<file path="config.mk">
export PLATFORM = sky130hd
export DESIGN_NAME = ifl_div
export DESIGN_NICKNAME = d
export VERILOG_FILES = /design/src/hw/rtl/ifl_pkg.sv /design/src/hw/rtl/ifl_div.sv
export SDC_FILE = /design/constraint.sdc
export NUM_CORES = 2
export LEC_CHECK = 0
export ABC_AREA = 1
export BUFFER_PORTS_ARGS = -buffer_cell sky130_fd_sc_hd__buf_2
export CORE_UTILIZATION = 30
export DETAILED_ROUTE_END_ITERATION = 7
export GPL_TIMING_DRIVEN = 0
export SLEW_MARGIN = 20
export SYNTH_ARGS = -nofsm -noshare
export SYNTH_HDL_FRONTEND = slang
export SYNTH_SLANG_ARGS = --single-unit
</file>
<file path="constraint.sdc">
create_clock -name i_clk -period 13.3 [get_ports i_clk]
set_input_delay 0.665 -clock i_clk [delete_from_list [all_inputs] [get_ports i_clk]]
set_output_delay 0.665 -clock i_clk [all_outputs]
set_load 0.005 [all_outputs]
</file>
<file path="src/hw/rtl/ifl_pkg.sv">
package ifl_pkg;

    typedef enum logic [2:0] {
        MODE_STRETCH = 3'd0,
        MODE_CENTER  = 3'd1,
        MODE_FIT     = 3'd2,
        MODE_FILL    = 3'd3,
        MODE_TILE    = 3'd4,
        MODE_CTILE   = 3'd5
    } t_mode;

    // which division the layout needs: none, height from width, width from height
    typedef enum logic [1:0] {
        SEL_NONE = 2'd0,
        SEL_A    = 2'd1,
        SEL_B    = 2'd2
    } t_sel;

    typedef struct packed {
        t_mode mode;
        t_sel  sel;
        logic  scal;
        logic  negx;
        logic  negy;
    } t_ctrl;

endpackage

</file>
<file path="src/hw/rtl/ifl_div.sv">
module ifl_div #(
    parameter int NUM_BITS  = 28,
    parameter int DEN_BITS  = 14,
    parameter int STEP_BITS = 4,
    parameter int SIDE_BITS = 1
) (
    input  logic                  i_clk,
    input  logic                  i_rst_n,
    input  logic                  i_en,
    input  logic                  i_valid,
    input  logic [NUM_BITS-1:0]   i_num0,
    input  logic [DEN_BITS-1:0]   i_den0,
    input  logic [NUM_BITS-1:0]   i_num1,
    input  logic [DEN_BITS-1:0]   i_den1,
    input  logic [SIDE_BITS-1:0]  i_side,
    output logic                  o_valid,
    output logic [NUM_BITS-1:0]   o_quo0,
    output logic [DEN_BITS-1:0]   o_rem0,
    output logic [DEN_BITS-1:0]   o_rem1,
    output logic [SIDE_BITS-1:0]  o_side
);
    import ifl_pkg::*;

    localparam int STAGES = (NUM_BITS + STEP_BITS - 1) / STEP_BITS;

    // restoring division, STEP_BITS quotient bits per stage; quotient shifts
    // into the numerator register as its bits shift out
    function automatic logic [NUM_BITS+DEN_BITS-1:0] f_steps(
        input logic [NUM_BITS-1:0] a,
        input logic [DEN_BITS-1:0] rem,
        input logic [DEN_BITS-1:0] den,
        input int                  base
    );
        logic [NUM_BITS-1:0] x;
        logic [DEN_BITS-1:0] r;
        logic [DEN_BITS:0]   t;
        int                  k;
        x = a;
        r = rem;
        for (k = 0; k < STEP_BITS; k++) begin
            if (base + k < NUM_BITS) begin
                t = {r, x[NUM_BITS-1]};
                x = {x[NUM_BITS-2:0], 1'b0};
                if (t >= {1'b0, den}) begin
                    t    = t - {1'b0, den};
                    x[0] = 1'b1;
                end
                r = t[DEN_BITS-1:0];
            end
        end
        return {x, r};
    endfunction

    logic [NUM_BITS-1:0]  r_a0   [STAGES];
    logic [NUM_BITS-1:0]  r_a1   [STAGES];
    logic [DEN_BITS-1:0]  r_r0   [STAGES];
    logic [DEN_BITS-1:0]  r_r1   [STAGES];
    logic [DEN_BITS-1:0]  r_d0   [STAGES];
    logic [DEN_BITS-1:0]  r_d1   [STAGES];
    logic [SIDE_BITS-1:0] r_side [STAGES];
    logic                 r_v    [STAGES];

    logic [NUM_BITS-1:0]  n_a0   [STAGES];
    logic [NUM_BITS-1:0]  n_a1   [STAGES];
    logic [DEN_BITS-1:0]  n_r0   [STAGES];
    logic [DEN_BITS-1:0]  n_r1   [STAGES];
    logic [DEN_BITS-1:0]  n_d0   [STAGES];
    logic [DEN_BITS-1:0]  n_d1   [STAGES];
    logic [SIDE_BITS-1:0] n_side [STAGES];
    logic                 n_v    [STAGES];

    always_comb begin : c_stages
        logic [NUM_BITS-1:0]  a0, a1;
        logic [DEN_BITS-1:0]  rr0, rr1, d0, d1;
        logic [SIDE_BITS-1:0] sd;
        logic                 v;
        for (int s = 0; s < STAGES; s++) begin
            if (s == 0) begin
                a0  = i_num0;
                a1  = i_num1;
                rr0 = '0;
                rr1 = '0;
                d0  = i_den0;
                d1  = i_den1;
                sd  = i_side;
                v   = i_valid;
            end else begin
                a0  = r_a0[s-1];
                a1  = r_a1[s-1];
                rr0 = r_r0[s-1];
                rr1 = r_r1[s-1];
                d0  = r_d0[s-1];
                d1  = r_d1[s-1];
                sd  = r_side[s-1];
                v   = r_v[s-1];
            end
            {n_a0[s], n_r0[s]} = f_steps(a0, rr0, d0, s * STEP_BITS);
            {n_a1[s], n_r1[s]} = f_steps(a1, rr1, d1, s * STEP_BITS);
            n_d0[s]   = d0;
            n_d1[s]   = d1;
            n_side[s] = sd;
            n_v[s]    = v;
        end
    end

    always_ff @(posedge i_clk) begin
        if (!i_rst_n) begin
            for (int s = 0; s < STAGES; s++) r_v[s] <= 1'b0;
        end else if (i_en) begin
            for (int s = 0; s < STAGES; s++) r_v[s] <= n_v[s];
        end
    end

    always_ff @(posedge i_clk) begin
        if (i_en) begin
            for (int s = 0; s < STAGES; s++) begin
                r_a0[s]   <= n_a0[s];
                r_a1[s]   <= n_a1[s];
                r_r0[s]   <= n_r0[s];
                r_r1[s]   <= n_r1[s];
                r_d0[s]   <= n_d0[s];
                r_d1[s]   <= n_d1[s];
                r_side[s] <= n_side[s];
            end
        end
    end

    assign o_valid = r_v[STAGES-1];
    assign o_quo0  = r_a0[STAGES-1];
    assign o_rem0  = r_r0[STAGES-1];
    assign o_rem1  = r_r1[STAGES-1];
    assign o_side  = r_side[STAGES-1];

endmodule

</file>
* Word level (Yosys, flattened, before mapping) *
Memories as Yosys holds them, arrays and structs flattened.
Index checks and enable logic that the tools add are counted.

word-level totals
  flip-flop bits (word level) = 0
  bits in writable memories = 798
  output and inout bits = 58
  logic and storage cells = 251
  memories = 8

operators by class
  add/subtract/negate cells = 56
  magnitude comparators = 56
  mux-type cells = 124
  bitwise logic cells = 7

memories
  name         words  bits a word  read ports  clocked after Yosys merged registers in  write ports  line           RTL
  r_a0         7      28           7           0                                        7            ifl_div.sv:54  logic [NUM_BITS-1:0] r_a0 [STAGES];
  r_a1         7      28           6           0                                        7            ifl_div.sv:55  logic [NUM_BITS-1:0] r_a1 [STAGES];
  r_d0         7      14           6           0                                        7            ifl_div.sv:58  logic [DEN_BITS-1:0] r_d0 [STAGES];
  r_d1         7      14           6           0                                        7            ifl_div.sv:59  logic [DEN_BITS-1:0] r_d1 [STAGES];
  r_r0         7      14           7           0                                        7            ifl_div.sv:56  logic [DEN_BITS-1:0] r_r0 [STAGES];
  r_r1         7      14           7           0                                        7            ifl_div.sv:57  logic [DEN_BITS-1:0] r_r1 [STAGES];
  +2 memories  --     --           --          --                                       --           --

operator list
  operator        number
  $ge 15x14->1    54
  $mux 14         56
  $sub 14x14->14  54
  $mux 1          68
  $ge 1x14->1     2
  $sub 1x14->14   2
  $or 1x1->1      7

* Logic depth before layout (Yosys ltp) *
  depth after elaboration = 8
  depth in mapped cells = 58

* Least setup slack after synthesis *
No wires, ideal clock.

  path type = reg2reg
  start point = mem r_d1[5][1]
  end point = mem r_r1[6][9], data pin
  setup time = 0.254 ns
  data arrival time = 6.930 ns
  setup slack = 6.116 ns
  cell stages (with the launch flop) = 48
  path buffers = 4
  cells stage by stage = edfxtp_1 > inv_1 > ha_1 > nand3_1 > nand2_1 > nand2_1 > nand2_2 > nand3_2 > nand3_2 > inv_2 > buf_4 > buf_2 > nand2_1 > o21ai_0 > ha_1 > nand2_1 > o31ai_1 > nand4_1 > [12 not listed] > a21oi_1 > nand3_2 > buf_2 > nand2_1 > nand2_1 > ha_1 > a21oi_1 > nand2_1 > a21oi_1 > o21bai_1 > nand3_1 > nand4_1 > nand2b_1 > a21oi_1 > nand3_2 > buf_4 > nand2_1 > nand2_1

RTL lines
  what         line
  from (decl)  ifl_div.sv:59
  to (decl)    ifl_div.sv:57

==> results.yml <==
cts:
  cts_sinks: 658
  cts_buffers: 91
  clock_latency_ns: 0.74
  cts-root-buf: "clkbuf_16"
  cts_tree: "built"
  cts.path.max_buffers: 3
  htree_levels: 3
  clk_pin_slew_worst_paths_ns: 0.07
  cts_setup_buffers: 0
  cts_resized: 0
  cts_hold_buf: 0
worst_hold_path:
  whs_path_depth: 1
  holdCritPathClass: "primary input to flip-flop"
cells_and_area:
  fin_nets: 10000
  areaGrowthSynthToFinish_pct: 11.9
  final-instance-count-excl-fill: 12200
  final_layout_size_suffix_gt1_frac: 0.0763
synthesis:
  synth_fp_nets: 9769
  yosysMostFrequentCell: "nand2_1"
  synth.area.top_cells: "edfxtp_1 30%, nand2_1 15%, ha_1 14%, inv_1 6.1%, nand3_1 5.1%"
  synth_top_area_frac: 0.295
  yosysWarnings: 0
  synthTopCellsByCount: "2,573 x nand2_1, 1,075 x inv_1, 760 x ha_1, 676 x nand3_1, 653 x edfxtp_1"
  synth-seq-cells: 658
  ys_seq_area_frac: 0.297
  synth-edff-count: 653
  synthArstFlopShare: 0
  syn-cell-area_mm2: 0.0665
  syn_inst: 8866
  ys.flop_type: "edfxtp_1"
  yosys.area.top_type: "edfxtp_1"
  avgSynthCellArea_um2: 7.50
  ys_types: 73
critical_path:
  crit_path_start_kind: "flip-flop"
  path_class: "flip-flop to flip-flop"
  crit_fanout: 10
  r2r-end: "r_r1[6][5]"
  cp_num_cells: 46
  reg2reg_slack_ns: 3.72
  critPathLaunch: "r_d1[5][1]"
  cp_slowest_cell: "edfxtp_1"
  r2r-start: "r_d1[5][1]"
  crit_top_cell: "nand2_1"
  cp.required_ns: 13.82
  path_buf_inv: 7
  end_kind: "flip-flop"
  cp.arrival_ns: 10.10
  crit_end: "r_r1[6][5]"
  rr_worst_depth: 46
  max_stage_delay_ns: 0.57
  critPathTopFamily: "simple AND/OR/NAND/NOR gates"
sta:
  finClkSkew_ns: 0.0314
  hold_viol: 0
  fmax_mhz: 104
  final-setup-viol-count: 0
  min_period_over_period: 0.720
  layout_min_cycle_time_ns: 9.58
  max_slew_margin: 0.513
  drv_slew: 0
  rsz0062_at_grt: "false"
  tightest_slew_ns: 0.723
place:
  dp_cells: 12000
  io_buffers: 146
  gp_congestion: 0.935
  place_hpwl_um: 165000
die:
  rows: 172
  die_w_um: 473
  io_pins: 147
  initial_core_util: 0.302
  core_mm2: 0.220
  fp.dieH_um: 473
  dieArea_mm2: 0.223
global_routing:
  grt.overflow.total: 0
  grt_pass1_vias: 57600
  grt_pass1_wl_um: 318000
  grt_use_total: 0.179
  antenna_found_initial: 4
  grt_max_degree: 102
drt:
  drt_wl_total_um: 204000
  vias: 60300
  drc_errors: 0
  viasPerCell: 4.96
  antenna_left: 0
  wl_per_cell_um: 16.8
  dr.pass1.iters: 6
  drt_first_iter_violations: 4040
flow_run:
  cap_viol_max_count: 0
run_status:
  outcome: "completed"
-- sequential cells by signal, indices dropped and copies added (netlist names) --
name and flops:
r_a0 196, r_r1 98, r_side 7, r_v 7
r_d0 84, r_d1 84, r_r0 98, r_a1 84
-- how the worst min path moves through the flow --
stage	startpoint	endpoint	slack, ns
finish	i_num1[14]	r_a1[0][18]	0.10
global route	i_num1[18]	r_a1[0][22]	0.05
CTS	i_num1[14]	r_a1[0][18]	0.02
detailed placement	r_a0[5][19]	r_a0[6][23]	0.40
global placement	r_a0[1][1]	r_a0[2][5]	0.40
floorplan	r_a0[0][6]	r_a0[1][10]	0.40
-- per-layer routing --
metal | track usage | wire [µm]
met1 | 0.242 | 95900
met2 | 0.295 | 93000
met3 | 0.0208 | 9430
met4 | 0.0552 | 5880
met5 | 0 | 48
-- cell families after synthesis --
family / synth area share
DFF: 0.297
and+or+nand+nor: 0.277
AOI/OAI and AO/OA: 0.117
buffers and inverters: 0.0769
xor gates and xnor gates: 0.0729
adders and majority gates: 0.159
muxes: 0.000169
-- cells in the final DEF (no fill, tap or decap), types with 120 or more instances in the layout --
cell type and count:
ha_1 760, inv_1 1075, nand2_1 2573, xor2_1 321, edfxtp_1 653, nor3_1 120, nor2_1 411, buf_2 199
nand3_1 676, xnor2_1 232, o21ai_0 362, a21oi_1 645, nand4_1 151
-- cell type report --
cell class | instances | area (µm²)
diodes | 3 | 7.51
plain buffers | 135 | 930
clock buffers | 103 | 2410
clock inverters | 67 | 867
fillers | 23300 | 146000
inverters | 1113 | 4180
multi-input cells | 6960 | 41600
flip-flops and latches | 658 | 19700
well taps | 2958 | 3700
repair buffers | 153 | 933
-- metrics by stage --
| stage | hold WS (ns) | util | instance area (µm²) | setup TNS, ns | worst slack, ns |
|---|---|---|---|---|---|
| 5_1_grt | 0.0542 | 0.338 | 74400 | 0 | 2.94 |
| 4_1_cts | 0.0242 | 0.338 | 74400 | 0 | 3.72 |
| 2_1_floorplan | 0.400 | - | 66500 | 0 | 6.12 |
| 3_3_place_gp | 0.403 | 0.322 | 70900 | -2.91 | -0.608 |
| 3_5_place_dp | 0.405 | 0.323 | 71100 | 0 | 3.80 |
| 6_report | 0.102 | 0.338 | 74400 | 0 | 3.72 |
Power is left out: the tool's default activity adds up to more than one toggle a clock period on the data nets, which glitch-free logic cannot reach.
