`src/hw/rtl/ifl_pkg.sv`:
```
package ifl_pkg;

    typedef enum logic [2:0] {
        MODE_STRETCH = 3'd0,
        MODE_CENTER  = 3'd1,
        MODE_FIT     = 3'd2,
        MODE_FILL    = 3'd3,
        MODE_TILE    = 3'd4,
        MODE_CTILE   = 3'd5
    } t_mode;

    // which division the layout needs: none, height from width, width from height
    typedef enum logic [1:0] {
        SEL_NONE = 2'd0,
        SEL_A    = 2'd1,
        SEL_B    = 2'd2
    } t_sel;

    typedef struct packed {
        t_mode mode;
        t_sel  sel;
        logic  scal;
        logic  negx;
        logic  negy;
    } t_ctrl;

endpackage

```
`src/hw/rtl/ifl_prep.sv`:
```
module ifl_prep #(
    parameter int DIM_BITS = 14
) (
    input  logic                    i_clk,
    input  logic                    i_rst_n,
    input  logic                    i_en,
    input  logic                    i_valid,
    input  logic [2:0]              i_func,
    input  logic [DIM_BITS-1:0]     i_sw,
    input  logic [DIM_BITS-1:0]     i_sh,
    input  logic [DIM_BITS-1:0]     i_iw,
    input  logic [DIM_BITS-1:0]     i_ih,
    input  logic                    i_scal,
    output logic                    o_valid,
    output logic [2*DIM_BITS-1:0]   o_num0,
    output logic [DIM_BITS-1:0]     o_den0,
    output logic [2*DIM_BITS-1:0]   o_num1,
    output logic [DIM_BITS-1:0]     o_den1,
    output ifl_pkg::t_ctrl          o_ctrl,
    output logic [DIM_BITS-1:0]     o_sw,
    output logic [DIM_BITS-1:0]     o_sh,
    output logic [DIM_BITS-1:0]     o_iw,
    output logic [DIM_BITS-1:0]     o_ih
);
    import ifl_pkg::*;

    localparam int D = DIM_BITS;
    localparam int N = 2 * DIM_BITS;
    localparam logic [D-1:0] ONE = D'(1);

    // stage 1: clamp, products, half differences
    logic [D-1:0] n_iw, n_ih;
    t_mode        n_mode;
    logic [D:0]   n_dx, n_dy, n_ax, n_ay;

    logic         r1_valid;
    t_mode        r1_mode;
    logic         r1_scal;
    logic [D-1:0] r1_sw, r1_sh, r1_iw, r1_ih;
    logic [N-1:0] r1_pa, r1_pb;
    logic [D-1:0] r1_hx, r1_hy;
    logic         r1_negx, r1_negy;

    always_comb begin
        n_iw = i_scal ? i_sw : i_iw;
        n_ih = i_scal ? i_sh : i_ih;
        if (n_iw == '0) n_iw = ONE;
        if (n_ih == '0) n_ih = ONE;
        case (i_func)
            MODE_CENTER: n_mode = MODE_CENTER;
            MODE_FIT:    n_mode = MODE_FIT;
            MODE_FILL:   n_mode = MODE_FILL;
            MODE_TILE:   n_mode = MODE_TILE;
            MODE_CTILE:  n_mode = MODE_CTILE;
            default:     n_mode = MODE_STRETCH;
        endcase
        n_dx = {1'b0, i_sw} - {1'b0, n_iw};
        n_dy = {1'b0, i_sh} - {1'b0, n_ih};
        n_ax = n_dx[D] ? (~n_dx + 1'b1) : n_dx;
        n_ay = n_dy[D] ? (~n_dy + 1'b1) : n_dy;
    end

    always_ff @(posedge i_clk) begin
        if (!i_rst_n) begin
            r1_valid <= 1'b0;
        end else if (i_en) begin
            r1_valid <= i_valid;
        end
    end

    always_ff @(posedge i_clk) begin
        if (i_en) begin
            r1_mode <= n_mode;
            r1_scal <= i_scal;
            r1_sw   <= i_sw;
            r1_sh   <= i_sh;
            r1_iw   <= n_iw;
            r1_ih   <= n_ih;
            r1_pa   <= {{D{1'b0}}, i_sw} * {{D{1'b0}}, n_ih};
            r1_pb   <= {{D{1'b0}}, i_sh} * {{D{1'b0}}, n_iw};
            // magnitude of the truncated half difference
            r1_hx   <= n_ax[D:1];
            r1_hy   <= n_ay[D:1];
            r1_negx <= n_dx[D];
            r1_negy <= n_dy[D];
        end
    end

    // stage 2: aspect compare and divider operand selection
    t_sel         n_sel;
    logic [N-1:0] n_num0, n_num1;
    logic [D-1:0] n_den0, n_den1;

    logic         r2_valid;
    t_ctrl        r2_ctrl;
    logic [N-1:0] r2_num0, r2_num1;
    logic [D-1:0] r2_den0, r2_den1;
    logic [D-1:0] r2_sw, r2_sh, r2_iw, r2_ih;

    always_comb begin
        n_sel = SEL_NONE;
        case (r1_mode)
            MODE_CENTER: begin
                if ((r1_sw < r1_iw) && (r1_iw > r1_ih)) begin
                    n_sel = SEL_A;
                end else if (r1_sh < r1_ih) begin
                    n_sel = SEL_B;
                end
            end
            MODE_FIT:  n_sel = (r1_pa > r1_pb) ? SEL_B : SEL_A;
            MODE_FILL: n_sel = (r1_pa > r1_pb) ? SEL_A : SEL_B;
            default:   n_sel = SEL_NONE;
        endcase

        n_num0 = '0;
        n_den0 = ONE;
        n_num1 = '0;
        n_den1 = ONE;
        if (r1_mode == MODE_CTILE) begin
            n_num0 = {{D{1'b0}}, r1_hx};
            n_den0 = r1_iw;
            n_num1 = {{D{1'b0}}, r1_hy};
            n_den1 = r1_ih;
        end else begin
            case (n_sel)
                SEL_A: begin
                    n_num0 = r1_pa;
                    n_den0 = r1_iw;
                end
                SEL_B: begin
                    n_num0 = r1_pb;
                    n_den0 = r1_ih;
                end
                default: begin
                    n_num0 = '0;
                    n_den0 = ONE;
                end
            endcase
        end
    end

    always_ff @(posedge i_clk) begin
        if (!i_rst_n) begin
            r2_valid <= 1'b0;
        end else if (i_en) begin
            r2_valid <= r1_valid;
        end
    end

    always_ff @(posedge i_clk) begin
        if (i_en) begin
            r2_ctrl.mode <= r1_mode;
            r2_ctrl.sel  <= n_sel;
            r2_ctrl.scal <= r1_scal;
            r2_ctrl.negx <= r1_negx;
            r2_ctrl.negy <= r1_negy;
            r2_num0      <= n_num0;
            r2_den0      <= n_den0;
            r2_num1      <= n_num1;
            r2_den1      <= n_den1;
            r2_sw        <= r1_sw;
            r2_sh        <= r1_sh;
            r2_iw        <= r1_iw;
            r2_ih        <= r1_ih;
        end
    end

    assign o_valid = r2_valid;
    assign o_ctrl  = r2_ctrl;
    assign o_num0  = r2_num0;
    assign o_den0  = r2_den0;
    assign o_num1  = r2_num1;
    assign o_den1  = r2_den1;
    assign o_sw    = r2_sw;
    assign o_sh    = r2_sh;
    assign o_iw    = r2_iw;
    assign o_ih    = r2_ih;

endmodule

```
`config.mk`:
```
export PLATFORM = sky130hd
export DESIGN_NAME = ifl_prep
export DESIGN_NICKNAME = d
export VERILOG_FILES = /design/src/hw/rtl/ifl_pkg.sv /design/src/hw/rtl/ifl_prep.sv
export SDC_FILE = /design/constraint.sdc
export NUM_CORES = 1
export LEC_CHECK = 0
export BUFFER_PORTS_ARGS = -buffer_cell sky130_fd_sc_hd__buf_4
export CAP_MARGIN = 15
export CORE_UTILIZATION = 50
export CTS_CLUSTER_DIAMETER = 150
export CTS_CLUSTER_SIZE = 28
export DETAILED_ROUTE_END_ITERATION = 12
export PLACE_DENSITY_LB_ADDON = 0.08
export RECOVER_POWER = 25
export SYNTH_ARGS = -nofsm -noshare
export SYNTH_HDL_FRONTEND = slang
export SYNTH_SLANG_ARGS = --single-unit
```
`constraint.sdc`:
```
create_clock -name i_clk -period 7.7 [get_ports i_clk]
set_input_delay 1.54 -clock i_clk [delete_from_list [all_inputs] [get_ports i_clk]]
set_output_delay 1.54 -clock i_clk [all_outputs]
set_load 0.05 [all_outputs]
```
# --- After elaboration in Yosys (flattened, before gate mapping) ---
# Index checks and enable logic that the tools add are counted.
# W data, S select, Z words.
totals:
  ff_bits: 296
  elab_cells: 73
classes:
  addsub: 4
  n_mul: 2
  n_lt_le_gt_ge: 4
  eq_ne: 11
  muxes: 16
  bitwise: 2
  n_reduce_logical: 3
op_table:
  columns: ["operator", "count"]
  rows:
  - ["$mux W14", 8]
  - ["$mul A14 B14 Y28", 2]
  - ["$pmux W28 S2", 1]
  - ["$add A15 B1 Y15 const B", 2]
  - ["$not A15 Y15", 2]
  - ["$sub A14 B14 Y15", 2]
  - ["$gt A28 B28 Y1", 1]
  - ["$logic_not A14 Y1", 2]
  - ["$lt A14 B14 Y1", 2]
  - ["$pmux W14 S2", 1]
  - ["$pmux W3 S5", 1]
  - ["$gt A14 B14 Y1", 1]
  - ["$eq A3 B2 Y1 const B", 4]
  - ["$eq A3 B3 Y1 const B", 3]
  - ["$mux W2", 4]
  - ["$eq A3 B1 Y1 const B", 2]
  - ["$pmux W2 S3", 1]
  - ["$eq A2 B1 Y1 const B", 1]
  - ["$eq A2 B2 Y1 const B", 1]
  - ["$logic_and A1 B1 Y1", 1]

# --- Depth between registers and ports, before layout ---
logic_depth:
  depth_word: 7
  depth_mapped: 27
  mapped_depth_nobuf: 24

# --- Least setup slack after synthesis ---
# OpenSTA, ideal clock, no wires.
synth_path:
  path_kind: "input to register"
  startpoint: "input i_scal"
  endpoint: "register r1_pa[23] (data pin)"
  setup_ns: 0.258
  arrival_time_ns: 7.803
  slack_ns: -0.361
  cell_stages: 24
  path_buffers: 3
  path_cell_list: "buf_2 > buf_2 > mux2_2 > clkbuf_1 > and2_1 > fa_1 > inv_1 > fa_1 > inv_1 > fa_1 > fa_1 > fa_1 > inv_1 > fa_1 > inv_1 > ha_1 > a21oi_1 > and2_1 > o21ai_0 > or3b_2 > o21ai_0 > o21ai_0 > a21oi_1 > xnor2_1"
synth_via:
  elab_chain_len: 4
synth_lines:
  columns: ["item", "line", "text"]
  rows:
  - ["from (decl)", "ifl_prep.sv:13", "input logic i_scal,"]
  - ["$mux W14 (*)", "ifl_prep.sv:46", "n_ih = i_scal ? i_sh : i_ih;"]
  - ["$logic_not A14 Y1", "ifl_prep.sv:48", "if (n_ih == '0) n_ih = ONE;"]
  - ["$mux W14 (*)", "ifl_prep.sv:48", null]
  - ["named net n_ih[10]", "ifl_prep.sv:32", "logic [D-1:0] n_iw, n_ih;"]
  - ["$mul A14 B14 Y28 (*)", "ifl_prep.sv:79", "r1_pa <= {{D{1'b0}}, i_sw} * {{D{1'b0}}, n_ih};"]
  - ["to (signal assigned)", "ifl_prep.sv:79", null]
  - ["to (decl)", "ifl_prep.sv:40", "logic [N-1:0] r1_pa, r1_pb;"]
# The timed path passes the listed nets; every way through them passes the cells marked *.
# A chain may end at the register's enable or synchronous reset.

# --- Worst setup path in the final report ---
layout_path:
  startpoint: "input i_sw[9]"
  endpoint: "register r1_pb[27] (data pin)"
layout_via:
  elab_chain_len: 4
layout_lines:
  columns: ["item", "line", "text"]
  rows:
  - ["from (decl)", "ifl_prep.sv:9", "input logic [DIM_BITS-1:0] i_sw,"]
  - ["$mux W14 (*)", "ifl_prep.sv:45", "n_iw = i_scal ? i_sw : i_iw;"]
  - ["$logic_not A14 Y1", "ifl_prep.sv:47", "if (n_iw == '0) n_iw = ONE;"]
  - ["$mux W14 (*)", "ifl_prep.sv:47", null]
  - ["$mul A14 B14 Y28 (*)", "ifl_prep.sv:80", "r1_pb <= {{D{1'b0}}, i_sh} * {{D{1'b0}}, n_iw};"]
  - ["to (signal assigned)", "ifl_prep.sv:80", null]
  - ["to (decl)", "ifl_prep.sv:40", null]
# Mark *: on every way between the ends. The rest lies on a longest branch, timed or not.

==> qor.yml <==
run_status:
  status: "finished with violations"
  failed_checks: "max-capacitance violations, max-slew violations"
final_layout:
  syn_to_final_growth_pct: 12.6
  multi_input_area_um2: 16300
  design_area_um2: 30000
  nFillCells: 4658
  register_area_um2: 8450
  fin_nets: 3431
  drive_above_1_share: 0.136
  final_util: 0.571
route:
  drt-initial-drc-count: 1459
  drc: 0
  routed_wl_mm: 78.6
  wl_met2_mm: 37.7
  drt-met1-wl_mm: 33.2
  postRouteAntennaNets: 0
  dr.max_layer_used: "met4"
  drt_pass1_iterations: 6
  avgViaCountPerCell: 5.58
  dr_total_vias: 19500
  met3_length_mm: 4.56
  post_drt_wl_per_cell_um: 22.5
cts:
  ctsLongestPathBuffers: 3
  cts_num_sinks: 282
  insertion_delay_ps: 530
  ctsHoldBuffers: 0
  cts.clk_slew.worst_paths_ps: 110
  clock_tree.root_cell: "clkbuf_16"
  cts_buffers: 14
  post-cts-setup-buffers: 0
  cts_tree: "yes"
  htree_levels: 1
  post_cts_resized: 0
power:
  clkPwrFrac: 0.063
  power.internal_mw: 7.42
  powerDensity_nw_per_um2: 461
  p_leak_nw: 14.2
  finalPower_mw: 13.8
  share_comb_of_total_power: 0.749
  power_switching_mw: 6.40
  power_frac_seq: 0.188
  peakVddDrop_uv: 434
  swShare: 0.463
placement:
  gp_congestion: 0.957
  hpwl_mm: 64.2
  place_area_um2: 29700
  numPortBuffers: 198
synth:
  netlist_instances: 2527
  synth.area.top_cells: "edfxtp_1 (32%), fa_1 (21%), ha_1 (13%), inv_1 (5.7%), nand2_1 (3.9%)"
  synth_top_family_by_area: "adder cells"
  synthSimpleGateAreaFrac: 0.129
  synth_common_cells: "inv_1 (405), ha_1 (286), fa_1 (284)"
  yosys.area.top_type: "edfxtp_1"
  synth_mux_area_frac: 0.0133
  synth_top_area_frac: 0.316
  ys_types: 83
  synthAdderAreaFrac: 0.348
  yosysSeqAreaShare: 0.317
  synth_most_common_cell: "inv_1"
  synth_ff_type: "edfxtp_1"
  async_flop_share: 0
  synthXorXnorAreaFrac: 0.0292
  ys_ff_latch: 282
  netlist_area_um2: 26600
  synth_compound_area_frac: 0.0891
  synth_edf_count: 280
  ys_warn_count: 0
  synth_area_per_cell_um2: 10.5
timing:
  setup_violations: 0
  skew_ps: 30.4
  fin_setup_tns_ps: 0
  period_minus_slack_ps: 7530
  maxSlewHeadroom: -1.21
  min_period_over_period: 0.977
  fmax_mhz: 133
  hold_violations: 0
  tightestPinTransition_ps: 3310
  drv_slew: 164
  rsz0062_at_grt: "false"
setup_path:
  crit_top_cell: "fa_1"
  path_max_fanout: 9
  reg2reg_to: "o_den0[12]$_DFFE_PP_"
  r2r_slack_ps: 2710
  required_ps: 7950
  max_stage_delay_ps: 730
  path_cells: "clkbuf_1 > mux2_2 > buf_4 > nand2_1 > fa_1 > inv_1 > fa_1 > fa_1 > fa_1 > fa_1 > ha_1 > ha_1 > a21o_1 > a21o_1 > a21oi_1 > o21ai_0 > a211o_1 > nor4_1 > a311oi_1"
  reg2reg_depth: 14
  cp_slowest_cell: "clkbuf_1"
  arrival_ps: 7780
  end_kind: "register"
  r2r_start: "r1_pa[25]$_DFFE_PP_"
  worst_setup_path_start_kind: "input port"
  crit_type: "input port to register"
  cp.depth: 19
  crit_family: "adder cells"
  crit_buf_inv: 3
worst_hold_path:
  hold_path_depth: 0
  hold_class: "register to register"
  hold_path_end: "o_ctrl[0]$_DFFE_PP_"
  min_from: "r1_negy$_DFFE_PP_"
grt:
  groute.usage.overall: 0.296
  grt_pass1_wl_mm: 119
  grt_overflow_total: 0
  grt_max_degree: 161
  grt_pass1_vias: 20000
  antenna_found_initial: 3
floorplan:
  io_pins: 213
  dieArea_um2: 54200
  fp.dieW_um: 233
  fp-row-count: 84
  start_util: 0.507
  die_h_um: 233
  core_um2: 52600
flow_run:
  drv_cap: 2
## stage by stage
step | instances | setup slack, ps | hold slack, ps
floorplan | 2540 | -3.69 | 400
global placement | 3469 | -182 | 402
detailed placement | 3469 | -288 | 405
CTS | 3488 | 280 | 433
global route | 3488 | 11.3 | 448
finish | 3489 | 173 | 434
## cell families after synthesis
family | after synthesis
flops | 282
other cells | 1
xor+xnor | 88
simple gates | 704
buf+inv | 508
mux | 32
fa+ha+maj | 570
compound gates | 342
## cell type report
type | instances | share of cell area
antenna | 1 | 0.0000835
multi-input combinational | 1750 | 0.543
timing repair buffer | 340 | 0.0818
tap | 688 | 0.0287
sequential | 282 | 0.282
clock buffer | 15 | 0.0125
clock inverter | 4 | 0.00121
inverter | 409 | 0.0512
## power groups by stage
stage / Combinational, mW / Sequential, mW / Clock, mW
floorplan: 6.45 / 2.75 / 0
global placement: 10.2 / 2.64 / 0
detailed placement: 10.3 / 2.64 / 0
CTS: 10.4 / 2.60 / 0.879
global route: 11.5 / 2.63 / 0.931
finish: 10.3 / 2.60 / 0.867
## layout by cell type, fill, tap and decap left out, types with 16 or more instances in the layout
cell type,Yosys,final
a21o_1,48,48
a21oi_1,79,78
a22oi_1,37,37
and2_1,147,147
and3_1,33,33
buf_4,16,309
clkbuf_1,77,29
edfxtp_1,280,280
fa_1,284,284
ha_1,286,285
inv_1,405,405
mux2_2,27,26
nand2_1,280,280
nand2b_1,16,16
nand4_1,18,18
nor2_1,120,120
nor3_1,20,20
o21a_1,17,17
o21ai_0,43,42
o31ai_1,21,21
xnor2_1,58,58
xor2_1,29,29
## flip-flops by register name, summed over array words and instances, names as in the netlist, 3 cells and up
signal,count
o_iw,14
o_ih,14
r1_hy,14
r1_pa,28
r1_pb,28
o_num1,14
o_den1,14
r1_sh,14
r1_mode,3
r1_sw,14
o_den0,14
o_ctrl,8
r1_hx,14
o_sw,14
r1_ih,14
o_sh,14
r1_iw,14
o_num0,28
## layer usage
layer | vias up | global-route usage
li1 | 8900 | -
met1 | 9792 | 0.400
met2 | 663 | 0.497
met3 | 130 | 0.0309
met4 | 0 | 0.101
met5 | - | 0
## how the worst max path moves through the flow
stage | from | to | slack (ps)
after detailed placement | i_scal | r1_pa[26]$_DFFE_PP_ | -290
after global placement | i_scal | r1_pa[27]$_DFFE_PP_ | -180
final | i_sw[9] | r1_pb[27]$_DFFE_PP_ | 170
after floorplan | i_scal | r1_pa[26]$_DFFE_PP_ | -4
after CTS | i_scal | r1_pa[26]$_DFFE_PP_ | 280
after global routing | i_scal | r1_pa[26]$_DFFE_PP_ | 10
Power figures use the tool's default switching activity.
