<file path="src/hw/rtl/ifl_pkg.sv">
package ifl_pkg;

    typedef enum logic [2:0] {
        MODE_STRETCH = 3'd0,
        MODE_CENTER  = 3'd1,
        MODE_FIT     = 3'd2,
        MODE_FILL    = 3'd3,
        MODE_TILE    = 3'd4,
        MODE_CTILE   = 3'd5
    } t_mode;

    // which division the layout needs: none, height from width, width from height
    typedef enum logic [1:0] {
        SEL_NONE = 2'd0,
        SEL_A    = 2'd1,
        SEL_B    = 2'd2
    } t_sel;

    typedef struct packed {
        t_mode mode;
        t_sel  sel;
        logic  scal;
        logic  negx;
        logic  negy;
    } t_ctrl;

endpackage

</file>
<file path="src/hw/rtl/ifl_place.sv">
module ifl_place #(
    parameter int DIM_BITS = 14
) (
    input  logic                    i_clk,
    input  logic                    i_rst_n,
    input  logic                    i_en,
    input  logic                    i_valid,
    input  logic [2*DIM_BITS-1:0]   i_quo0,
    input  logic [DIM_BITS-1:0]     i_rem0,
    input  logic [DIM_BITS-1:0]     i_rem1,
    input  ifl_pkg::t_ctrl          i_ctrl,
    input  logic [DIM_BITS-1:0]     i_sw,
    input  logic [DIM_BITS-1:0]     i_sh,
    input  logic [DIM_BITS-1:0]     i_iw,
    input  logic [DIM_BITS-1:0]     i_ih,
    output logic                    o_valid,
    output logic [2*DIM_BITS-1:0]   o_w,
    output logic [2*DIM_BITS-1:0]   o_h,
    output logic [2*DIM_BITS-1:0]   o_px,
    output logic [2*DIM_BITS-1:0]   o_py,
    output logic                    o_tiled
);
    import ifl_pkg::*;

    localparam int D = DIM_BITS;
    localparam int N = 2 * DIM_BITS;

    // (a - b) / 2 truncated toward zero, kept to N bits two's complement
    function automatic logic [N-1:0] f_half(input logic [N-1:0] a, input logic [N-1:0] b);
        logic [N:0] d;
        d = {1'b0, a} - {1'b0, b};
        d = d + {{N{1'b0}}, d[N]};
        return d[N:1];
    endfunction

    logic [N-1:0] sw_x, sh_x, iw_x, ih_x, r0_x, r1_x;
    logic [N-1:0] n_w, n_h, n_px, n_py;
    logic         n_tiled;

    logic         r_valid;
    logic [N-1:0] r_w, r_h, r_px, r_py;
    logic         r_tiled;

    always_comb begin
        sw_x    = {{D{1'b0}}, i_sw};
        sh_x    = {{D{1'b0}}, i_sh};
        iw_x    = {{D{1'b0}}, i_iw};
        ih_x    = {{D{1'b0}}, i_ih};
        r0_x    = {{D{1'b0}}, i_rem0};
        r1_x    = {{D{1'b0}}, i_rem1};
        n_w     = sw_x;
        n_h     = sh_x;
        n_px    = '0;
        n_py    = '0;
        n_tiled = 1'b0;
        case (i_ctrl.mode)
            MODE_CENTER, MODE_FIT, MODE_FILL: begin
                case (i_ctrl.sel)
                    SEL_A: begin
                        n_w = sw_x;
                        n_h = i_quo0;
                    end
                    SEL_B: begin
                        n_w = i_quo0;
                        n_h = sh_x;
                    end
                    default: begin
                        n_w = iw_x;
                        n_h = ih_x;
                    end
                endcase
                n_px = f_half(sw_x, n_w);
                n_py = f_half(sh_x, n_h);
            end
            MODE_TILE: begin
                n_w     = iw_x;
                n_h     = ih_x;
                n_tiled = 1'b1;
            end
            MODE_CTILE: begin
                n_w     = iw_x;
                n_h     = ih_x;
                // remainder takes the sign of the half difference
                n_px    = i_ctrl.negx ? ('0 - iw_x - r0_x) : (r0_x - iw_x);
                n_py    = i_ctrl.negy ? ('0 - ih_x - r1_x) : (r1_x - ih_x);
                n_tiled = 1'b1;
            end
            default: begin
                n_w = sw_x;
                n_h = sh_x;
            end
        endcase
        if (i_ctrl.scal) n_tiled = 1'b0;
    end

    always_ff @(posedge i_clk) begin
        if (!i_rst_n) begin
            r_valid <= 1'b0;
        end else if (i_en) begin
            r_valid <= i_valid;
        end
    end

    always_ff @(posedge i_clk) begin
        if (i_en) begin
            r_w     <= n_w;
            r_h     <= n_h;
            r_px    <= n_px;
            r_py    <= n_py;
            r_tiled <= n_tiled;
        end
    end

    assign o_valid = r_valid;
    assign o_w     = r_w;
    assign o_h     = r_h;
    assign o_px    = r_px;
    assign o_py    = r_py;
    assign o_tiled = r_tiled;

endmodule

</file>
<file path="config.mk">
export PLATFORM = sky130hd
export DESIGN_NAME = ifl_place
export DESIGN_NICKNAME = d
export VERILOG_FILES = /design/src/hw/rtl/ifl_pkg.sv /design/src/hw/rtl/ifl_place.sv
export SDC_FILE = /design/constraint.sdc
export NUM_CORES = 1
export LEC_CHECK = 0
export BUFFER_PORTS_ARGS = -buffer_cell sky130_fd_sc_hd__buf_4
export CAP_MARGIN = 20
export CORE_AREA = 2 2 152 154
export CTS_BUF_LIST = sky130_fd_sc_hd__clkbuf_4
export DETAILED_ROUTE_END_ITERATION = 8
export DIE_AREA = 0 0 154 156
export PLACE_DENSITY_LB_ADDON = 0.1
export SLEW_MARGIN = 10
export SYNTH_ARGS = -nofsm -noshare
export SYNTH_HDL_FRONTEND = slang
export SYNTH_SLANG_ARGS = --single-unit
</file>
<file path="constraint.sdc">
create_clock -name i_clk -period 9.3 [get_ports i_clk]
set_input_delay 1.395 -clock i_clk [delete_from_list [all_inputs] [get_ports i_clk]]
set_output_delay 1.395 -clock i_clk [all_outputs]
set_load 0.01 [all_outputs]
</file>
Word-level counts from Yosys, hierarchy flattened
Cells that the tools add are included.
{ "totals": {"input_bits": 124, "register_bits": 114, "word_cells": 36} }
{ "classes": {"add_sub_neg": 10, "eq_ne": 7, "reduce_logical": 2, "mux": 11} }
{ "op_table": {"columns": ["cell", "n"], "rows": [
  ["28-bit case mux with 2 select lines", 6],
  ["28-bit 2-to-1 mux", 4],
  ["29-bit by 1-bit adder with 29-bit output", 2],
  ["14-bit by 28-bit subtractor with 29-bit output", 2],
  ["15-bit by 15-bit subtractor with 16-bit output", 2],
  ["1-bit by 14-bit subtractor with 15-bit output, first input constant", 2],
  ["14-bit by 14-bit subtractor with 15-bit output", 2],
  ["3-bit by 2-bit == test with 1-bit output, second input constant", 2],
  ["3-bit == test, second input constant", 2],
  ["3-bit by 1-bit == test with 1-bit output, second input constant", 1],
  ["3-bit OR reduction", 1],
  ["2-bit by 1-bit == test with 1-bit output, second input constant", 1],
  ["2-bit == test, second input constant", 1],
  ["2-bit OR reduction", 1],
  ["1-bit 2-to-1 mux", 1]
]} }

Longest topological paths before layout
Gate-level depths: netlist of the first run.
{ "logic_depth": {"word_depth": 6, "ltp_mapped": 26} }

Least setup slack after synthesis of the first run
No wires, ideal clock.
{ "synth_timing": {"kind": "input port to flip-flop", "from": "input i_ctrl[3] (netlist name)", "to": "register r_py[21], in the netlist o_py[21] (data pin)", "t_required_ps": 9026, "slack_ps": 2277, "cell_stages": 26, "n_path_buf": 4, "arrival_time_ps": 6749, "cell_sequence": "inv_1 > ha_1 > clkbuf_1 > clkbuf_1 > clkbuf_1 > buf_1 > a221oi_1 > a21oi_1 > ha_1 > inv_1 > fa_1 > a211oi_1 > o21ai_0 > nand2_1 > o21ai_0 > o21ai_0 > nor2_1 > nor2_1 > ha_1 > nand4_1 > nor4_1 > nand4_1 > nand3b_1 > nor4_4 > mux2i_1 > nand3_1"} }
{ "synth_via": {"elab_chain_cells": 6, "word_cells_on_any_way": 7, "classes_between": "2 x add/sub; 2 x eq/ne; 3 x mux"} }
{ "synth_lines": {"columns": ["element", "line_no", "source"], "rows": [
  ["start, declared", "ifl_place.sv:11", "input ifl_pkg::t_ctrl i_ctrl,"],
  ["2-bit == test / 2-bit by 1-bit == test with 1-bit output (equally long branches)", "ifl_place.sv:58", "case (i_ctrl.sel)"],
  ["28-bit case mux with 2 select lines *", "ifl_place.sv:58", null],
  ["28-bit 2-to-1 mux *", "ifl_place.sv:56", "case (i_ctrl.mode)"],
  ["14-bit by 28-bit subtractor with 29-bit output *", "ifl_place.sv:31", "d = {1'b0, a} - {1'b0, b};"],
  ["29-bit by 1-bit adder with 29-bit output *", "ifl_place.sv:32", "d = d + {{N{1'b0}}, d[N]};"],
  ["28-bit case mux with 2 select lines *", "ifl_place.sv:56", null],
  ["via n_py[21]", "ifl_place.sv:37", "logic [N-1:0] n_w, n_h, n_px, n_py;"],
  ["end signal, assigned", "ifl_place.sv:109", "r_py <= n_py;"],
  ["end, declared", "ifl_place.sv:41", "logic [N-1:0] r_w, r_h, r_px, r_py;"]
]} }
The timed path passes the listed nets; every way through them passes the cells marked *. The select of a mux whose other input is x is not followed.
A chain may end at the register's enable or synchronous reset.

Final worst setup path of the first run
{ "layout_timing": {"from": "input i_ctrl[4] (netlist name)", "to": "register r_py[21], in the netlist o_py[21] (data pin)"} }
Same word-level chain as after synthesis.

==> summary.md, run 1 <==
| Metric | Value |
|---|---|
| Crit Path Max Fanout | `20` |
| Clock Skews | `0 ps` |
| Ys flop type | `edfxtp_1` |
| Slowest stage cell on the critical path | `ha_1` |
| Rel. slew slack | `19.3%` |
| CTS Sinks | `114` |
| Pin count of the biggest net entering global routing | `79` |
| Routed wire length | `40,800 um` |
| Overflow after GRT | `0` |
| Die area | `24,000 um2` |
| R2R setup slack | `8680 ps` |
| Slew of the pin with the lowest slew margin | `1200 ps` |
| Drt via density | `6.39` |
| Commonest non-fill, non-tap cell in the layout | `buf_4` |
| Top delay family on crit path | `simple AND/OR/NAND/NOR gates` |
| Fillers | `1,955` |
| Global placer's final weighted congestion | `0.934` |
| Pwr/cell area | `150 nW/um2` |
| Clock root buffer | `clkbuf_4` |
| Core area | `22,400 um2` |
| Layout cells sized above 1 | `19.4%` |
| RSZ-0062 raised after global routing | `false` |
| Starting Density | `54.6%` |
| CTS Buf Count | `17` |
| Mapped Avg Cell Area | `8.32 um2` |
| CP Cell Sequence | `buf_4 > inv_1 > ha_1 > a221oi_1 > a21oi_1 > ha_1 > inv_1 > fa_1 > a211oi_1 > o21ai_0 > nand2_1 > o21ai_0 > o21ai_0 > nor2_1 > nor2_1 > ha_1 > nand4_1 > nor4_1 > nand4_1 > nand3b_1 > nor4_4 > mux2i_1 > nand3_1` |
| Area growth syn-to-layout | `18.4%` |
| Hpwl dp | `30,700 um` |
| Final core utilization | `64.6%` |
| Status | `finished, violations left` |
| CP arrival | `7420 ps` |
| Port Buffers | `237` |
| Syn nets | `1,685` |
| Final hold vios | `0` |
| Synth area leader | `edfxtp_1` |
| Fin. max-slew vios | `0` |
| All-Layer GR Usage | `33.0%` |
| Initial DRC count | `1,186` |
| Cells after Synth | `1,466` |
| Mapped cell area | `12,200 um2` |
| Hold_buf cts | `0` |
| Worst skew pair latency | `580 ps` |
| Area share of the largest cell type after synthesis | `27.8%` |
| IO Pins | `238` |
| First-pass DRT Iterations | `9` |
| Cell Rows | `55` |
| CP endpoint kind | `register` |
| DRC | `5` |
| GR Util met3 | `6.53%` |
| Die Width | `154 um` |
| Yosys cell types | `90` |
| # setup viols final | `0` |
| Setup TNS | `0 ps` |
| Hold Path Class | `reg2reg` |
| Peak VDD IR | `0.0000899 V` |
| Post-synth EDFFs | `113` |
| Violated checks | `design-rule violations` |
| Critical path type | `in2reg` |
| Leak pwr | `6.05 nW` |
| First-pass GRT wire length | `63,000 um` |
| Antenna-violating nets left | `0` |
| H-tree Lvls | `4` |
| CP startpoint kind | `primary input` |
| Flops & latches, synth | `114` |
| Main area contributors after synthesis | `edfxtp_1 (28%), ha_1 (9.1%), xnor2_1 (6.7%)` |
| CP peak stage delay | `700 ps` |
| Number of max-cap violations | `0` |
| Register area share after synthesis | `28.0%` |
| Via count | `12,500` |
| Post-CTS setup repair buffer count | `0` |
| Final min period | `7140 ps` |
| Worst path bufs/invs | `3` |
| Data required time of the worst path | `9580 ps` |
| Reg area | `3410 um2` |
| Final nets | `1,879` |
| Yosys warnings | `0` |
| Vias in the first global route | `11,800` |
| CTS-repair resized insts | `0` |
| Clock transition at path regs | `140 ps` |
| DIE HEIGHT | `156 um` |
| M2 GR Usage | `55.2%` |
| GR Util met1 | `42.3%` |
| Multi-input gate area in the final layout | `8190 um2` |
| Fmax | `0.140 GHz` |
| Post-synthesis async set-or-reset flop share | `0%` |
| Layer with the highest usage | `met2` |
| Final worst-path cycle share | `76.8%` |
| Most frequent cells in the layout | `buf_4 (247), o21ai_0 (134), edfxtp_1 (113)` |
| DR WL/cell | `20.8 um` |
| CTS tree | `done` |
| Initial antenna violation count | `1` |
| CTS max path bufs | `2` |
## power by group
| part | switching, mW | leakage (nW) | internal, mW |
|---|---|---|---|
| clock network | 0.243 | 0.152 | 0.161 |
| registers | 0.0197 | 1.10 | 0.644 |
| logic | 0.645 | 4.80 | 0.447 |
| total | 0.908 | 6.05 | 1.25 |
## worst min-delay path: stages (launching register included)
cell,delay [ps]
dfxtp_1,340
mux2i_1,120
nor2b_1,60
## final timing paths
kind,cells after the start,from,end
worst max-delay path,23,i_ctrl[4],o_py[21]$_DFFE_PP_
worst min-delay path,2,o_valid$_SDFFE_PN0P_,o_valid$_SDFFE_PN0P_
worst max register to register,2,o_valid$_SDFFE_PN0P_,o_valid$_SDFFE_PN0P_
worst min register to register,2,o_valid$_SDFFE_PN0P_,o_valid$_SDFFE_PN0P_
## metrics by stage
| step | cell area [um2] | total power [mW] | setup WS, ps | std cells | hold slack (ps) |
|---|---|---|---|---|---|
| 4_1_cts | 14400 | 2.15 | 2270 | 1958 | 552 |
| 5_1_grt | 14500 | 2.28 | 1680 | 1961 | 603 |
| 3_3_place_gp | 14100 | 1.73 | 1880 | 1925 | 499 |
| 2_1_floorplan | 12200 | 1.39 | 2280 | 1466 | 538 |
| 6_report | 14500 | 2.16 | 2160 | 1961 | 545 |
| 3_5_place_dp | 14200 | 1.74 | 1710 | 1926 | 540 |
## kinds of logic after synthesis
| logic type | Yosys count | share of synthesized area (%) |
|---|---|---|
| AOI/OAI and AO/OA | 459 | 25.4 |
| xor gates and xnor gates | 125 | 8.97 |
| adders and majority gates | 95 | 10.1 |
| buffers and inverters | 162 | 5.06 |
| DFF | 114 | 28.0 |
| muxes | 11 | 0.923 |
| and+or+nand+nor | 500 | 21.5 |
## sequential cells by signal, summed over array words and instances (netlist names)
| register | flops |
|---|---|
| o_h | 28 |
| o_px | 28 |
| o_py | 28 |
| o_tiled | 1 |
| o_valid | 1 |
| o_w | 28 |
## cells in the mapped netlist, types with 12 or more instances
cell and n:
or3_1 18, nand2b_1 14, a221o_1 29, o31ai_1 14, a21o_1 20, a21oi_1 73
nand2_1 108, nand3_1 46, xnor2_1 93, nor3_1 46, o21a_1 16, o22ai_1 28
edfxtp_1 113, o21ai_0 134, xor2_1 32, inv_1 89, or2_2 12, and2_1 12
nor2_1 109, a31oi_1 13, o211ai_1 18, nor2b_1 20, a22oi_1 27, ha_1 89
nand4_1 28, clkbuf_1 69, and3_1 40
## cell type report
cell class              instances  share of cell area (%)
inverters                      89                    2.31
flip-flops and latches        114                    23.6
repair buffers                248                    12.9
well taps                     285                    2.47
multi-input cells            1190                    56.7
clock buffers                  17                   0.883
diodes                          3                  0.0519
clock inverters                15                    1.07
## routing by layer
layer,up-vias,share of wire [%]
met5,-,0
met4,0,3.2
met1,5926,41
li1,5917,-
met3,96,8.1
met2,590,48
Power figures use the tool's default switching activity.
==> run 2: changes to the inputs <==
--- a/config.mk
+++ b/config.mk
@@ -7,10 +7,10 @@
 export LEC_CHECK = 0
 export BUFFER_PORTS_ARGS = -buffer_cell sky130_fd_sc_hd__buf_4
 export CAP_MARGIN = 20
-export CORE_AREA = 2 2 152 154
+export CORE_AREA = 2 2 155 157
 export CTS_BUF_LIST = sky130_fd_sc_hd__clkbuf_4
 export DETAILED_ROUTE_END_ITERATION = 8
-export DIE_AREA = 0 0 154 156
+export DIE_AREA = 0 0 157 159
 export PLACE_DENSITY_LB_ADDON = 0.1
 export SLEW_MARGIN = 10
 export SYNTH_ARGS = -nofsm -noshare
==> constraint.sdc (replaced) <==
create_clock -name i_clk -period 6.45 [get_ports i_clk]
set_input_delay 0.9675 -clock i_clk [delete_from_list [all_inputs] [get_ports i_clk]]
set_output_delay 0.9675 -clock i_clk [all_outputs]
set_load 0.01 [all_outputs]
==> run 2 against run 1 <==
- the flow now finishes without violations
- sequential share of layout area fell by 0.25 points
- flip-flop and latch count did not move
- hold slack got worse by 14 ps
- total power rose by 48%
- worst setup slack got worse by 1100 ps
- combinational power rose by 46%
- global-route usage fell by 0.72 points
- design area rose by 1.1%
- via count fell by 0.86%
- critical path type unchanged
- largest cell class unchanged
==> summary.md, run 2 (synthesized netlist as in run 1, its figures left out) <==
| Metric | Value |
|---|---|
| Status | `finished clean` |
| CTS Sinks | `114 (unchanged)` |
| DR WL/cell | `20.5 um (-1.3%)` |
| Layout cells sized above 1 | `20.0% (+0.61 points)` |
| Routed wire length | `41,100 um (+0.72%)` |
| Hpwl dp | `31,400 um (+2.3%)` |
| CTS Buf Count | `17 (unchanged)` |
| Antenna-violating nets left | `0 (unchanged)` |
| CP endpoint kind | `register` |
| First-pass DRT Iterations | `5 (-4)` |
| Hold Path Class | `reg2reg` |
| Slew of the pin with the lowest slew margin | `1010 ps (-192 ps)` |
| WHS | `531 ps (-14.0 ps)` |
| CTS-repair resized insts | `0 (unchanged)` |
| GR Util met1 | `43.3% (+0.94 points)` |
| Pin count of the biggest net entering global routing | `60 (-24%)` |
| IO Pins | `238 (unchanged)` |
| Crit Path Max Fanout | `57 (+190%)` |
| Die Width | `157 um (+1.9%)` |
| Hold endpoint | `o_valid$_SDFFE_PN0P_` |
| Core area | `23,200 um2 (+3.7%)` |
| Worst reg2reg path startpoint | `o_valid$_SDFFE_PN0P_` |
| Rel. slew slack | `32.2% (+13 points)` |
| Global placer's final weighted congestion | `0.948 (+1.6%)` |
| Most frequent cells in the layout | `buf_4 (256), o21ai_0 (133), edfxtp_1 (113)` |
| Area growth syn-to-layout | `19.7%` |
| Post-CTS setup repair buffer count | `0 (unchanged)` |
| Vias in the first global route | `11,600 (-1.9%)` |
| Starting Density | `52.6% (-1.9 points)` |
| R2R setup slack | `5860 ps (-2820 ps)` |
| Fmax | `0.185 GHz` |
| CTS tree | `done` |
| # setup viols final | `0 (unchanged)` |
| Clock root buffer | `clkbuf_4` |
| Peak VDD IR | `0.000104 V (+16%)` |
| CTS max path bufs | `2 (unchanged)` |
| Layer with the highest usage | `met2` |
| Drt via density | `6.20 (-2.9%)` |
| HP Start | `o_valid$_SDFFE_PN0P_` |
| Clock transition at path regs | `140 ps (about the same)` |
| H-tree Lvls | `4 (unchanged)` |
| Worst Hold Depth | `2 (unchanged)` |
| Overflow after GRT | `0 (unchanged)` |
| Fillers | `2,083 (+6.5%)` |
| R2R depth | `2 (unchanged)` |
| Reg area | `3410 um2 (unchanged)` |
| Hold_buf cts | `0 (unchanged)` |
| Data required time of the worst path | `6790 ps (-2790 ps)` |
| All-Layer GR Usage | `32.3% (-0.72 points)` |
| Fin. max-slew vios | `0 (unchanged)` |
| Number of max-cap violations | `0 (unchanged)` |
| Via count | `12,400 (-0.86%)` |
| Initial DRC count | `1,178 (-0.67%)` |
| Leak pwr | `6.11 nW (+1.0%)` |
| Final worst-path cycle share | `83.7%` |
| Critical path type | `in2reg` |
| Setup TNS | `0 ps (unchanged)` |
| DIE HEIGHT | `159 um (+1.9%)` |
| CP startpoint kind | `primary input` |
| Worst R2R End | `o_valid$_SDFFE_PN0P_` |
| Die area | `25,000 um2 (+3.9%)` |
| GR Util met3 | `5.53% (-1.0 points)` |
| Multi-input gate area in the final layout | `8190 um2 (about the same)` |
| Clock Skews | `0 ps (unchanged)` |
| M2 GR Usage | `53.0% (-2.2 points)` |
| Commonest non-fill, non-tap cell in the layout | `buf_4` |
| Cell Rows | `56 (+1.8%)` |
| First-pass GRT wire length | `63,300 um (+0.57%)` |
| Port Buffers | `237 (unchanged)` |
| Initial antenna violation count | `3 (+2)` |
| CP arrival | `5740 ps (-1680 ps)` |
| Final nets | `1,888 (+0.48%)` |
| DRC | `0 (-5)` |
| RSZ-0062 raised after global routing | `false` |
| Final hold vios | `0 (unchanged)` |
| Worst skew pair latency | `580 ps (about the same)` |
| Pwr/cell area | `220 nW/um2 (+47%)` |
| Final min period | `5400 ps` |
run 2: power breakdown:
group	internal, mW	leakage [nW]	switching (mW)	total, mW
Clock	0.282	0.170	0.380	0.662
Combinational	0.656	4.84	0.934	1.59
Sequential	0.928	1.10	0.0277	0.956
run 2: worst max-delay path by stage:
stage	start	endpoint	slack, ps	depth (start not counted)
2_1_floorplan	i_ctrl[3]	o_py[21]$_DFFE_PP_	110	26
6_report	i_ctrl[3]	o_px[27]$_DFFE_PP_	1050	18
4_1_cts	i_ctrl[3]	o_px[27]$_DFFE_PP_	1130	18
3_3_place_gp	i_ctrl[3]	o_px[19]$_DFFE_PP_	640	18
5_1_grt	i_ctrl[3]	o_px[27]$_DFFE_PP_	610	18
3_5_place_dp	i_ctrl[3]	o_py[23]$_DFFE_PP_	530	21
run 2: layout make-up:
cell class,count,area share (%)
clock buffer,17,0.874
timing repair buffer,257,13.3
multi-input combinational,1190,56.1
clock inverter,15,1.35
antenna,1,0.0171
tap,319,2.73
sequential,114,23.4
inverter,89,2.29
run 2: through the flow:
stage,setup slack [ps],utilization [%],total power [mW],cells,area [um2]
floorplan,112,-,2.01,1466,12200
global placement,644,61.5,2.52,1967,14300
detailed placement,525,61.5,2.53,1967,14300
CTS,1130,62.9,3.19,1999,14600
global route,615,63.0,3.39,2002,14600
finish,1050,63.0,3.21,2002,14600
run 2: critical path, cell delays in order:
cell,delay [ps]
buf_4,140
inv_1,60
ha_2,400
buf_4,520
a221o_1,240
o21ai_0,110
ha_1,410
a21oi_1,460
nand3_1,140
a21oi_1,300
a221oi_2,180
a21oi_1,220
ha_1,230
and3_1,270
nand4_1,320
nor4_2,470
and3_1,220
o21ai_0,80
run 2: layer usage:
layer  up-vias  part of all wire (%)
met1      5857                    43
li1       5936                     -
met4         4                   2.6
met2       536                    48
met5         -                 0.073
met3        88                   6.9
==> run 3: changes to the inputs <==
--- a/config.mk
+++ b/config.mk
@@ -7,10 +7,10 @@
 export LEC_CHECK = 0
 export BUFFER_PORTS_ARGS = -buffer_cell sky130_fd_sc_hd__buf_4
 export CAP_MARGIN = 20
-export CORE_AREA = 2 2 155 157
+export CORE_AREA = 2 2 152 154
 export CTS_BUF_LIST = sky130_fd_sc_hd__clkbuf_4
 export DETAILED_ROUTE_END_ITERATION = 8
-export DIE_AREA = 0 0 157 159
+export DIE_AREA = 0 0 154 156
 export PLACE_DENSITY_LB_ADDON = 0.1
 export SLEW_MARGIN = 10
 export SYNTH_ARGS = -nofsm -noshare
==> constraint.sdc (replaced) <==
create_clock -name i_clk -period 5.5 [get_ports i_clk]
set_input_delay 0.825 -clock i_clk [delete_from_list [all_inputs] [get_ports i_clk]]
set_output_delay 0.825 -clock i_clk [all_outputs]
set_load 0.01 [all_outputs]
==> run 3 against run 2 <==
- first-iteration DRC count is 0.42% higher
- wire length down 1.8%
- global-route usage grew 0.54 points
- die area fell by 3.8%
- utilization is 3.5 points higher
- hold slack lost 67 ps
- clock-buffer cell count up 1
- sequential power rose by 17%
- clock power grew 3%
- clock skew unchanged
- combinational power increased by 23%
- non-clock buffer count up 37
==> summary.md, run 3 (synthesized netlist as in run 1, its figures left out) <==
| Metric | Value |
|---|---|
| Clock transition at path regs | `130 ps (about the same)` |
| Final min period | `4980 ps` |
| Pin count of the biggest net entering global routing | `82 (+37%)` |
| CP arrival | `5240 ps (-500 ps)` |
| Initial antenna violation count | `2 (-1)` |
| IO Pins | `238 (unchanged)` |
| RSZ-0062 raised after global routing | `false` |
| Cell Rows | `55 (-1.8%)` |
| Antenna-violating nets left | `0 (unchanged)` |
| Combinational share of power | `51.9% (+2.3 points)` |
| CTS max path bufs | `2 (unchanged)` |
| CTS Buf Count | `17 (unchanged)` |
| CP endpoint kind | `register` |
| CP startpoint kind | `primary input` |
| Final hold vios | `0 (unchanged)` |
| DIE HEIGHT | `156 um (-1.9%)` |
| Rel. slew slack | `29.7% (-2.5 points)` |
| Data required time of the worst path | `5770 ps (-1020 ps)` |
| Vias in the first global route | `11,700 (+1.5%)` |
| Initial DRC count | `1,183 (+0.42%)` |
| First-pass GRT wire length | `62,700 um (-0.94%)` |
| Routed wire length | `40,400 um (-1.8%)` |
| Area growth syn-to-layout | `21.9%` |
| Number of max-cap violations | `0 (unchanged)` |
| Final nets | `1,925 (+2.0%)` |
| HP Start | `i_rst_n` |
| Leak pwr | `6.29 nW (+2.9%)` |
| Worst skew pair latency | `570 ps (about the same)` |
| Die Width | `154 um (-1.9%)` |
| Commonest non-fill, non-tap cell in the layout | `buf_4` |
| Worst reg2reg path startpoint | `o_valid$_SDFFE_PN0P_` |
| H-tree Lvls | `4 (unchanged)` |
| Via count | `12,600 (+1.5%)` |
| Critical path startpoint | `i_ctrl[3]` |
| Hold Path Class | `in2reg` |
| First-pass DRT Iterations | `6 (+1)` |
| Power share of the clock group | `18.1% (-2.5 points)` |
| Fmax | `0.201 GHz` |
| Switching Power | `1.55 mW (+15%)` |
| WHS | `464 ps (-66.6 ps)` |
| CTS-repair resized insts | `0 (unchanged)` |
| Worst Hold Depth | `2 (unchanged)` |
| Internal power | `2.20 mW (+18%)` |
| Post-CTS setup repair buffer count | `0 (unchanged)` |
| Core area | `22,400 um2 (-3.6%)` |
| Clock Skews | `0 ps (unchanged)` |
| Final core utilization | `66.5% (+3.5 points)` |
| Status | `finished clean` |
| Peak VDD IR | `0.000145 V (+39%)` |
| DRC | `0 (unchanged)` |
| Layout cells sized above 1 | `22.2% (+2.2 points)` |
| Hpwl dp | `31,000 um (-1.3%)` |
| Clock root buffer | `clkbuf_4` |
| R2R depth | `2 (unchanged)` |
| # setup viols final | `0 (unchanged)` |
| Switching share of power | `41.3% (-0.51 points)` |
| DR WL/cell | `20.1 um (-2.0%)` |
| Slew of the pin with the lowest slew margin | `1050 ps (+46.4 ps)` |
| Hold_buf cts | `0 (unchanged)` |
| Die area | `24,000 um2 (-3.8%)` |
| Most frequent cells in the layout | `buf_4 (291), o21ai_0 (130), edfxtp_1 (113)` |
| R2R setup slack | `4890 ps (-970 ps)` |
| CTS Sinks | `114 (unchanged)` |
| Setup TNS | `0 ps (unchanged)` |
| Pwr/cell area | `252 nW/um2 (+15%)` |
| Crit Path Max Fanout | `16 (-72%)` |
| Port Buffers | `237 (unchanged)` |
| Critical path type | `in2reg` |
| Fin. max-slew vios | `0 (unchanged)` |
| Starting Density | `54.6% (+1.9 points)` |
| CTS tree | `done` |
| Overflow after GRT | `0 (unchanged)` |
| All-Layer GR Usage | `32.9% (+0.54 points)` |
| Global placer's final weighted congestion | `0.941 (-0.80%)` |
| Final worst-path cycle share | `90.5%` |
| Part of the power in registers | `30.0% (+0.2 points)` |
| Drt via density | `6.28 (+1.3%)` |
## run 3: final cells by class
type | instances | area [um2]
Multi-Input combinational cell | 1190 | 8230
Fill cell | 1961 | 7490
Sequential cell | 114 | 3410
Timing Repair Buffer | 294 | 2240
Tap cell | 285 | 357
Inverter | 89 | 334
Clock inverter | 14 | 153
Clock buffer | 18 | 135
Antenna cell | 3 | 7.51
## run 3: per-stage QoR
stage          instances  total power [mW]  worst slack [ps]  cell area (um2)
3_3_place_gp        1971              3.02               184            14600
3_5_place_dp        1971              3.04              51.6            14600
5_1_grt             2006              3.96               243            14900
4_1_cts             2003              3.72               658            14800
2_1_floorplan       1466              2.37              15.3            12300
6_report            2007              3.75               524            14900
## run 3: routing by layer
metal  track usage (%)  part of all wire, %  wire length (um)
met1              42.9                   42             16800
met5                 0                    0                 0
met2              56.1                   48             19400
met4              9.39                  2.3               937
met3              5.94                  7.9              3180
## run 3: path summary, 6_finish.rpt
kind	endpoint
min	o_valid$_SDFFE_PN0P_
max reg2reg	o_valid$_SDFFE_PN0P_
min reg2reg	o_valid$_SDFFE_PN0P_
max	o_py[27]$_DFFE_PP_
## run 3: power groups by stage
stage,Combinational (mW),Clock (mW),Sequential (mW)
after floorplan,1.18,0,1.19
after global placement,1.88,0,1.14
after detailed placement,1.90,0,1.14
after CTS,1.91,0.682,1.12
after global routing,2.12,0.717,1.13
final,1.95,0.679,1.12
## run 3: critical path, stage by stage
cell and delay (ps):
buf_4 120, inv_1 50, ha_2 350, a221oi_1 120, a21oi_1 230, ha_2 240, inv_1 50, fa_2 360
a211oi_1 290, o21ai_1 150, nand2_2 100, o21ai_2 70, o21ai_2 150, nor2_1 100, nor2_1 110, ha_2 210
nand4_1 120, nor4_2 290, nand4_1 220, nand3b_1 320, nor4_4 460, and3b_1 230, o31ai_1 80
